--- src/rtl/core/kat_pkg.sv ---
`timescale 1ns / 1ps
`default_nettype none

package kat_pkg;

   localparam int KEY_W   = 64;
   localparam int TOTAL_W = 32;
   localparam int SLOT_W  = 5;
   localparam int COUNT_W = 6;

   localparam logic [1:0] ACT_ADD   = 2'd0;
   localparam logic [1:0] ACT_READ  = 2'd1;
   localparam logic [1:0] ACT_CLEAR = 2'd2;

   localparam logic [TOTAL_W-1:0] TOTAL_MAX = '1;

   typedef struct packed {
      logic [1:0]        action;
      logic [KEY_W-1:0]  key;
      logic [15:0]       amount;
      logic [SLOT_W-1:0] slot;
   } req_type;

   typedef struct packed {
      logic [SLOT_W-1:0]  entry_slot;
      logic               was_new;
      logic               dropped;
      logic [KEY_W-1:0]   entry_key;
      logic [TOTAL_W-1:0] entry_total;
      logic [COUNT_W-1:0] entry_count;
      logic               winner_valid;
      logic [SLOT_W-1:0]  winner_slot;
      logic [TOTAL_W-1:0] winner_total;
   } rsp_type;

endpackage

`default_nettype wire

--- src/rtl/core/keyed_accumulate_table.sv ---
// Channel   Direction  Handshake             Word
// req       in         req_valid / req_stall kat_pkg::req_type (action, key, amount, slot)
// rsp       out        rsp_valid / rsp_stall kat_pkg::rsp_type (entry, count, winner)
//
// An add walks the occupied slots through the single read port of the entry
// memory, one slot a cycle, until it finds the key or passes the count.
// An in-range read passes through ST_READ; a clear or unused action does not.
// Reset clears the count and the winner; the entry memory is not swept, as only
// slots below the count are ever read.
// A new word is taken while the previous result still waits on rsp_stall.
`timescale 1ns / 1ps
`default_nettype none

module keyed_accumulate_table #(
   parameter int ENTRIES = 32
) (
   input  wire logic             clock,
   input  wire logic             reset,
   input  wire logic             req_valid,
   output logic                  req_stall,
   input  wire kat_pkg::req_type req_data,
   output logic                  rsp_valid,
   input  wire logic             rsp_stall,
   output kat_pkg::rsp_type      rsp_data
);

   localparam int IW = $clog2(ENTRIES);
   localparam int CW = $clog2(ENTRIES + 1);
   localparam int DW = kat_pkg::KEY_W + kat_pkg::TOTAL_W;

   localparam logic [1:0] ST_IDLE = 2'd0;
   localparam logic [1:0] ST_SCAN = 2'd1;
   localparam logic [1:0] ST_READ = 2'd2;
   localparam logic [1:0] ST_DONE = 2'd3;

   logic [1:0]                   state_ff, state_in;
   kat_pkg::req_type             item_ff, item_in;
   logic [CW-1:0]                addr_ff, addr_in;
   logic                         rd_pend_ff, rd_pend_in;
   logic [IW-1:0]                rd_slot_ff, rd_slot_in;
   logic [kat_pkg::SLOT_W-1:0]   res_slot_ff, res_slot_in;
   logic                         res_new_ff, res_new_in;
   logic                         res_drop_ff, res_drop_in;
   logic [kat_pkg::KEY_W-1:0]    res_key_ff, res_key_in;
   logic [kat_pkg::TOTAL_W-1:0]  res_total_ff, res_total_in;
   logic                         wr_pend_ff, wr_pend_in;
   logic [IW-1:0]                wr_addr_ff, wr_addr_in;
   logic [CW-1:0]                count_ff, count_in;
   logic                         best_valid_ff, best_valid_in;
   logic [IW-1:0]                best_slot_ff, best_slot_in;
   logic [kat_pkg::TOTAL_W-1:0]  best_total_ff, best_total_in;
   logic                         rsp_valid_ff, rsp_valid_in;
   kat_pkg::rsp_type             rsp_data_ff, rsp_data_in;

   logic                         ram_rd_en;
   logic [IW-1:0]                ram_rd_addr;
   logic                         ram_wr_en;
   logic [DW-1:0]                ram_rd_data;
   logic [kat_pkg::KEY_W-1:0]    rd_key;
   logic [kat_pkg::TOTAL_W-1:0]  rd_total;
   logic [kat_pkg::TOTAL_W:0]    sum;
   logic                         hit;
   logic                         out_free;
   logic                         slot_in_range;

   kat_ram #(
      .WIDTH(DW),
      .DEPTH(ENTRIES)
   ) u_ram (
      .clock   (clock),
      .wr_en   (ram_wr_en),
      .wr_addr (wr_addr_ff),
      .wr_data ({item_ff.key, res_total_ff}),
      .rd_en   (ram_rd_en),
      .rd_addr (ram_rd_addr),
      .rd_data (ram_rd_data)
   );

   assign rd_key        = ram_rd_data[DW-1:kat_pkg::TOTAL_W];
   assign rd_total      = ram_rd_data[kat_pkg::TOTAL_W-1:0];
   assign sum           = {1'b0, rd_total} + {{(kat_pkg::TOTAL_W - 15){1'b0}}, item_ff.amount};
   assign hit           = rd_pend_ff && (rd_key == item_ff.key);
   assign out_free      = !rsp_valid_ff || !rsp_stall;
   assign slot_in_range = 32'(req_data.slot) < 32'(count_ff);
   assign req_stall     = state_ff != ST_IDLE;
   assign rsp_valid     = rsp_valid_ff;
   assign rsp_data      = rsp_data_ff;

   always_comb begin
      state_in      = state_ff;
      item_in       = item_ff;
      addr_in       = addr_ff;
      rd_pend_in    = rd_pend_ff;
      rd_slot_in    = rd_slot_ff;
      res_slot_in   = res_slot_ff;
      res_new_in    = res_new_ff;
      res_drop_in   = res_drop_ff;
      res_key_in    = res_key_ff;
      res_total_in  = res_total_ff;
      wr_pend_in    = wr_pend_ff;
      wr_addr_in    = wr_addr_ff;
      count_in      = count_ff;
      best_valid_in = best_valid_ff;
      best_slot_in  = best_slot_ff;
      best_total_in = best_total_ff;
      rsp_valid_in  = rsp_valid_ff;
      rsp_data_in   = rsp_data_ff;
      ram_rd_en     = 1'b0;
      ram_rd_addr   = '0;
      ram_wr_en     = 1'b0;

      if (rsp_valid_ff && !rsp_stall) begin
         rsp_valid_in = 1'b0;
      end

      unique case (state_ff)
         ST_IDLE: begin
            if (req_valid) begin
               item_in      = req_data;
               addr_in      = '0;
               rd_pend_in   = 1'b0;
               res_slot_in  = '0;
               res_new_in   = 1'b0;
               res_drop_in  = 1'b0;
               res_key_in   = '0;
               res_total_in = '0;
               wr_pend_in   = 1'b0;
               priority if (req_data.action == kat_pkg::ACT_ADD) begin
                  state_in = ST_SCAN;
               end else if (req_data.action == kat_pkg::ACT_READ) begin
                  res_slot_in = req_data.slot;
                  if (slot_in_range) begin
                     ram_rd_en   = 1'b1;
                     ram_rd_addr = IW'(req_data.slot);
                     state_in    = ST_READ;
                  end else begin
                     res_drop_in = 1'b1;
                     state_in    = ST_DONE;
                  end
               end else begin
                  state_in = ST_DONE;
               end
            end
         end

         ST_SCAN: begin
            // Reads are issued one slot ahead; each cycle checks the word issued
            // in the previous cycle.
            if (hit) begin
               res_slot_in  = kat_pkg::SLOT_W'(rd_slot_ff);
               res_key_in   = item_ff.key;
               res_total_in = sum[kat_pkg::TOTAL_W] ? kat_pkg::TOTAL_MAX
                                                    : sum[kat_pkg::TOTAL_W-1:0];
               wr_pend_in   = 1'b1;
               wr_addr_in   = rd_slot_ff;
               rd_pend_in   = 1'b0;
               state_in     = ST_DONE;
            end else if (addr_ff < count_ff) begin
               ram_rd_en   = 1'b1;
               ram_rd_addr = IW'(addr_ff);
               rd_pend_in  = 1'b1;
               rd_slot_in  = IW'(addr_ff);
               addr_in     = addr_ff + CW'(1);
            end else begin
               rd_pend_in = 1'b0;
               res_key_in = item_ff.key;
               if (count_ff < CW'(ENTRIES)) begin
                  res_slot_in  = kat_pkg::SLOT_W'(count_ff);
                  res_new_in   = 1'b1;
                  res_total_in = kat_pkg::TOTAL_W'(item_ff.amount);
                  wr_pend_in   = 1'b1;
                  wr_addr_in   = IW'(count_ff);
               end else begin
                  res_drop_in = 1'b1;
               end
               state_in = ST_DONE;
            end
         end

         ST_READ: begin
            res_key_in   = rd_key;
            res_total_in = rd_total;
            state_in     = ST_DONE;
         end

         ST_DONE: begin
            if (out_free) begin
               if (wr_pend_ff) begin
                  ram_wr_en = 1'b1;
                  if (res_new_ff) begin
                     count_in = count_ff + CW'(1);
                  end
                  // Totals never fall, so a running winner matches a full scan.
                  if (res_total_ff != '0 &&
                      (!best_valid_ff || res_total_ff > best_total_ff ||
                       (res_total_ff == best_total_ff && wr_addr_ff < best_slot_ff))) begin
                     best_valid_in = 1'b1;
                     best_slot_in  = wr_addr_ff;
                     best_total_in = res_total_ff;
                  end
               end
               if (item_ff.action == kat_pkg::ACT_CLEAR) begin
                  count_in      = '0;
                  best_valid_in = 1'b0;
                  best_slot_in  = '0;
                  best_total_in = '0;
               end
               rsp_data_in.entry_slot   = res_slot_ff;
               rsp_data_in.was_new      = res_new_ff;
               rsp_data_in.dropped      = res_drop_ff;
               rsp_data_in.entry_key    = res_key_ff;
               rsp_data_in.entry_total  = res_total_ff;
               rsp_data_in.entry_count  = kat_pkg::COUNT_W'(count_in);
               rsp_data_in.winner_valid = best_valid_in;
               rsp_data_in.winner_slot  = kat_pkg::SLOT_W'(best_slot_in);
               rsp_data_in.winner_total = best_total_in;
               rsp_valid_in             = 1'b1;
               wr_pend_in               = 1'b0;
               state_in                 = ST_IDLE;
            end
         end

         default: begin
            state_in = ST_IDLE;
         end
      endcase
   end

   always_ff @(posedge clock) begin
      if (reset) begin
         state_ff      <= ST_IDLE;
         rd_pend_ff    <= 1'b0;
         wr_pend_ff    <= 1'b0;
         count_ff      <= '0;
         best_valid_ff <= 1'b0;
         best_slot_ff  <= '0;
         best_total_ff <= '0;
         rsp_valid_ff  <= 1'b0;
      end else begin
         state_ff      <= state_in;
         rd_pend_ff    <= rd_pend_in;
         wr_pend_ff    <= wr_pend_in;
         count_ff      <= count_in;
         best_valid_ff <= best_valid_in;
         best_slot_ff  <= best_slot_in;
         best_total_ff <= best_total_in;
         rsp_valid_ff  <= rsp_valid_in;
      end
      item_ff      <= item_in;
      addr_ff      <= addr_in;
      rd_slot_ff   <= rd_slot_in;
      res_slot_ff  <= res_slot_in;
      res_new_ff   <= res_new_in;
      res_drop_ff  <= res_drop_in;
      res_key_ff   <= res_key_in;
      res_total_ff <= res_total_in;
      wr_addr_ff   <= wr_addr_in;
      rsp_data_ff  <= rsp_data_in;
   end

endmodule

`default_nettype wire

--- src/rtl/core/kat_ram.sv ---
`timescale 1ns / 1ps
`default_nettype none

module kat_ram #(
   parameter int WIDTH = 8,
   parameter int DEPTH = 2
) (
   input  wire logic                     clock,
   input  wire logic                     wr_en,
   input  wire logic [$clog2(DEPTH)-1:0] wr_addr,
   input  wire logic [WIDTH-1:0]         wr_data,
   input  wire logic                     rd_en,
   input  wire logic [$clog2(DEPTH)-1:0] rd_addr,
   output logic      [WIDTH-1:0]         rd_data
);

   logic [WIDTH-1:0] mem_ff [DEPTH];
   logic [WIDTH-1:0] rd_data_ff;

   always_ff @(posedge clock) begin
      if (wr_en) begin
         mem_ff[wr_addr] <= wr_data;
      end
      if (rd_en) begin
         rd_data_ff <= mem_ff[rd_addr];
      end
   end

   assign rd_data = rd_data_ff;

endmodule

`default_nettype wire

--- config.mk ---
export PLATFORM = sky130hd
export DESIGN_NAME = keyed_accumulate_table
export DESIGN_NICKNAME = d
export VERILOG_FILES = /design/src/rtl/core/kat_pkg.sv /design/src/rtl/core/keyed_accumulate_table.sv /design/src/rtl/core/kat_ram.sv
export SDC_FILE = /design/constraint.sdc
export NUM_CORES = 2
export LEC_CHECK = 0
export BUFFER_PORTS_ARGS = -buffer_cell sky130_fd_sc_hd__buf_2
export CORE_MARGIN = 1.5
export CORE_UTILIZATION = 33
export DETAILED_ROUTE_END_ITERATION = 6
export SKIP_LAST_GASP = 1
export SYNTH_ARGS = -nofsm -noshare
export SYNTH_HDL_FRONTEND = slang
export SYNTH_SLANG_ARGS = --single-unit
--- constraint.sdc ---
create_clock -name clock -period 19.2 [get_ports clock]
set_input_delay 0.96 -clock clock [delete_from_list [all_inputs] [get_ports clock]]
set_output_delay 0.96 -clock clock [all_outputs]
set_load 0.01 [all_outputs]
==> run_results.csv <==
group,metric,value,unit
drt,routed_wirelength,451000,um
timing,drv_slew,0,
drt,vias_per_cell,5.69,
timing,fin_crit,8.25,ns
timing,finalCritPeriodShare,0.430,
yosys,synth_area_leaders,"edfxtp_1 76%, nand2_1 4.9%, mux2i_1 2.0%",
yosys,synth_most_common_cell,"edfxtp_1",
timing,worst_pin_slew,1.38,ns
flow_run,drv_cap,0,
worst_setup_path,crit_arrival,8.93,ns
cts,cts_max_level,5,
outcome,status,"finished, final reports clean",
yosys,synth_common_cells,"3,516 x edfxtp_1, 1,833 x nand2_1, 530 x nand3_1",
place,io_buffer_count,239,
pwr,cellLeakagePower,53.3,nW
pwr,pwr_density_cell,131,mW/mm^2
global_routing,grt_max_degree,210,
pwr,max-vdd-ir-drop,0.159,mV
timing,fmax,121,MHz
drt,drc,0,
cts,cts_hold_buffers,0,
yosys,ys_seq_elements,3565,
yosys,ys_warn_count,0,
layout,fillers,38673,
place,post-place-ws,10.99,ns
floorplanning,start_util,0.331,
yosys,synth_top_flop_cell,"edfxtp_1",
drt,first_pass_iters,6,
global_routing,grt_overflow,0,
hold_path,hp-class,"input pin to register",
timing,slew_headroom,0.0793,
global_routing,grtUsageTotal,0.203,
worst_setup_path,cp.required,19.88,ns
layout,final_cells,15432,
worst_setup_path,cp-end-kind,"register",
global_routing,grt_pass1_wl,626000,um
timing,tns,0,ns
floorplanning,coreArea,0.420,sq mm
yosys,yosysTopAreaCellShare,0.759,
worst_setup_path,crit_path_max_fanout,159,
cts,clkLatencyLatePin,0.96,ns
drt,vias,87873,
yosys,synth_area_per_cell,14.8,sq um
cts,post_cts_resized,0,
worst_setup_path,cp-start-kind,"register",
drt,ant_nets,0,
floorplanning,io_pins,240,
cts,numCtsBuffers,365,
yosys,synthesis.area,0.139,sq mm
place,gp_congestion,0.816,
place,hpwl,224000,um
yosys,seq_area_frac_synth,0.766,
timing,finalSetupViolCount,0,
layout,layout-drive-gt1-share,0.110,
drt,wire_per_inst,29.2,um
yosys,syn_nets,9542,
cts,cts_root_buf,"clkbuf_16",
timing,rsz0062_at_grt,"no",
floorplanning,die-area,0.425,sq mm
timing,finClkSkew,0.0780,ns
floorplanning,num_rows,238,
layout,syn_to_final_growth,14.4,%
cts,cts_sinks,3565,
timing,final_hold_viol_count,0,
floorplanning,die_h,652,um
timing,fin_ws,10.95,ns
yosys,syn_inst,9382,
global_routing,first_global_vias,83117,
cts,postCtsSetupRepairBufs,0,
cts,clockBufferDepth,4,
yosys,async_flop_share,0,
yosys,yosys.area.top_type,"edfxtp_1",
yosys,synth_edf_count,3516,
worst_setup_path,crit_type,"register to register",
global_routing,antenna_found_initial,40,
floorplanning,dieWidth,652,um
layout,utilization,0.379,
yosys,ys_types,72,
layout,finalNetCount,9763,
cts,cts_tree,"done",
place,dp_cells,14755,
cts,cts.clk_slew.worst_paths,0.06,ns
drt,first_iter_violations,12802,
==> metal layers <==
layer | wire [um] | track usage | part of all wire | up-vias
met1 | 179000 | 0.283 | 0.40 | 44916
met2 | 206000 | 0.321 | 0.46 | 5478
li1 | - | - | - | 36712
met4 | 15900 | 0.0700 | 0.035 | 10
met5 | 58 | 0 | 0.00013 | -
met3 | 49900 | 0.0361 | 0.11 | 757
==> stage by stage <==
step           hold WS [ns]  total power, mW  cell area [sq um]
6_report              0.188             20.9             159000
2_1_floorplan         0.400             12.1             139000
3_5_place_dp          0.408             13.8             147000
4_1_cts               0.126             20.9             159000
5_1_grt               0.160             21.5             159000
3_3_place_gp          0.409             13.7             147000
==> worst paths after layout <==
| path | from | end | slack, ns | cells after the start |
|---|---|---|---|---|
| max | item_ff[64] | u_ram.rd_data[67] | 10.95 | 14 |
| min | req_data[49] | item_ff[49] | 0.19 | 1 |
| max reg2reg | item_ff[64] | u_ram.rd_data[67] | 10.95 | 14 |
| min reg2reg | res_key_ff[4] | rsp_data[80] | 0.41 | 0 |
==> worst max-delay path: stages, from the launching register on <==
cell,delay [ns]
edfxtp_1,0.36
buf_4,0.34
xor2_1,0.26
nor4_1,1.08
nand3_1,0.92
o211ai_4,0.41
buf_4,0.63
and2_4,0.71
buf_4,0.75
buf_12,0.67
buf_4,0.78
mux2i_1,0.27
a211oi_1,0.10
a31oi_1,0.24
nand4_1,0.11
==> cell families after synthesis <==
logic type / after synthesis / share of synthesized area
mux: 289 / 0.0208
compound gates: 1621 / 0.0821
fa+ha+maj: 69 / 0.00626
xor+xnor: 86 / 0.00542
simple gates: 3065 / 0.0983
flops: 3565 / 0.766
buf+inv: 687 / 0.0208
==> cell usage in the layout (no fill, tap or decap), types with 195 or more instances in the layout <==
cell type / instances
a211oi_1: 315
a21oi_1: 195
a311oi_1: 266
a31oi_1: 322
and3_1: 312
buf_2: 239
buf_4: 217
clkbuf_16: 372
edfxtp_1: 3516
mux2i_1: 284
nand2_1: 1826
nand3_1: 530
==> power by group <==
group	leakage (nW)	switching (mW)	total (mW)	internal, mW
sequential	32.4	0.359	9.89	9.53
clock	5.81	3.00	7.15	4.16
combinational	15.2	2.86	3.82	0.960
total	53.3	6.21	20.9	14.6
==> sequential cells by signal (all words and copies together), names as in the netlist <==
name,cells
res_drop_ff,1
wr_addr_ff,5
u_ram.mem_ff,3072
rsp_data,147
res_slot_ff,5
count_ff,6
item_ff,82
state_ff,2
best_valid_ff,1
rd_pend_ff,1
best_slot_ff,5
res_key_ff,64
wr_pend_ff,1
rsp_valid,1
addr_ff,6
u_ram.rd_data,96
res_new_ff,1
best_total_ff,32
rd_slot_ff,5
res_total_ff,32
==> layout make-up <==
type                       instances  area (sq um)  share of cell area
inverter                          56           218             0.00137
clock buffer                     442          9580              0.0602
clock inverter                   221          2350              0.0148
antenna                           13          32.5            0.000204
sequential                      3565        107000               0.670
multi-input combinational       5130         30100               0.189
tap                             5520          6910              0.0434
timing repair buffer             485          3410              0.0214
Note: power is estimated with default switching activity, not from simulation.
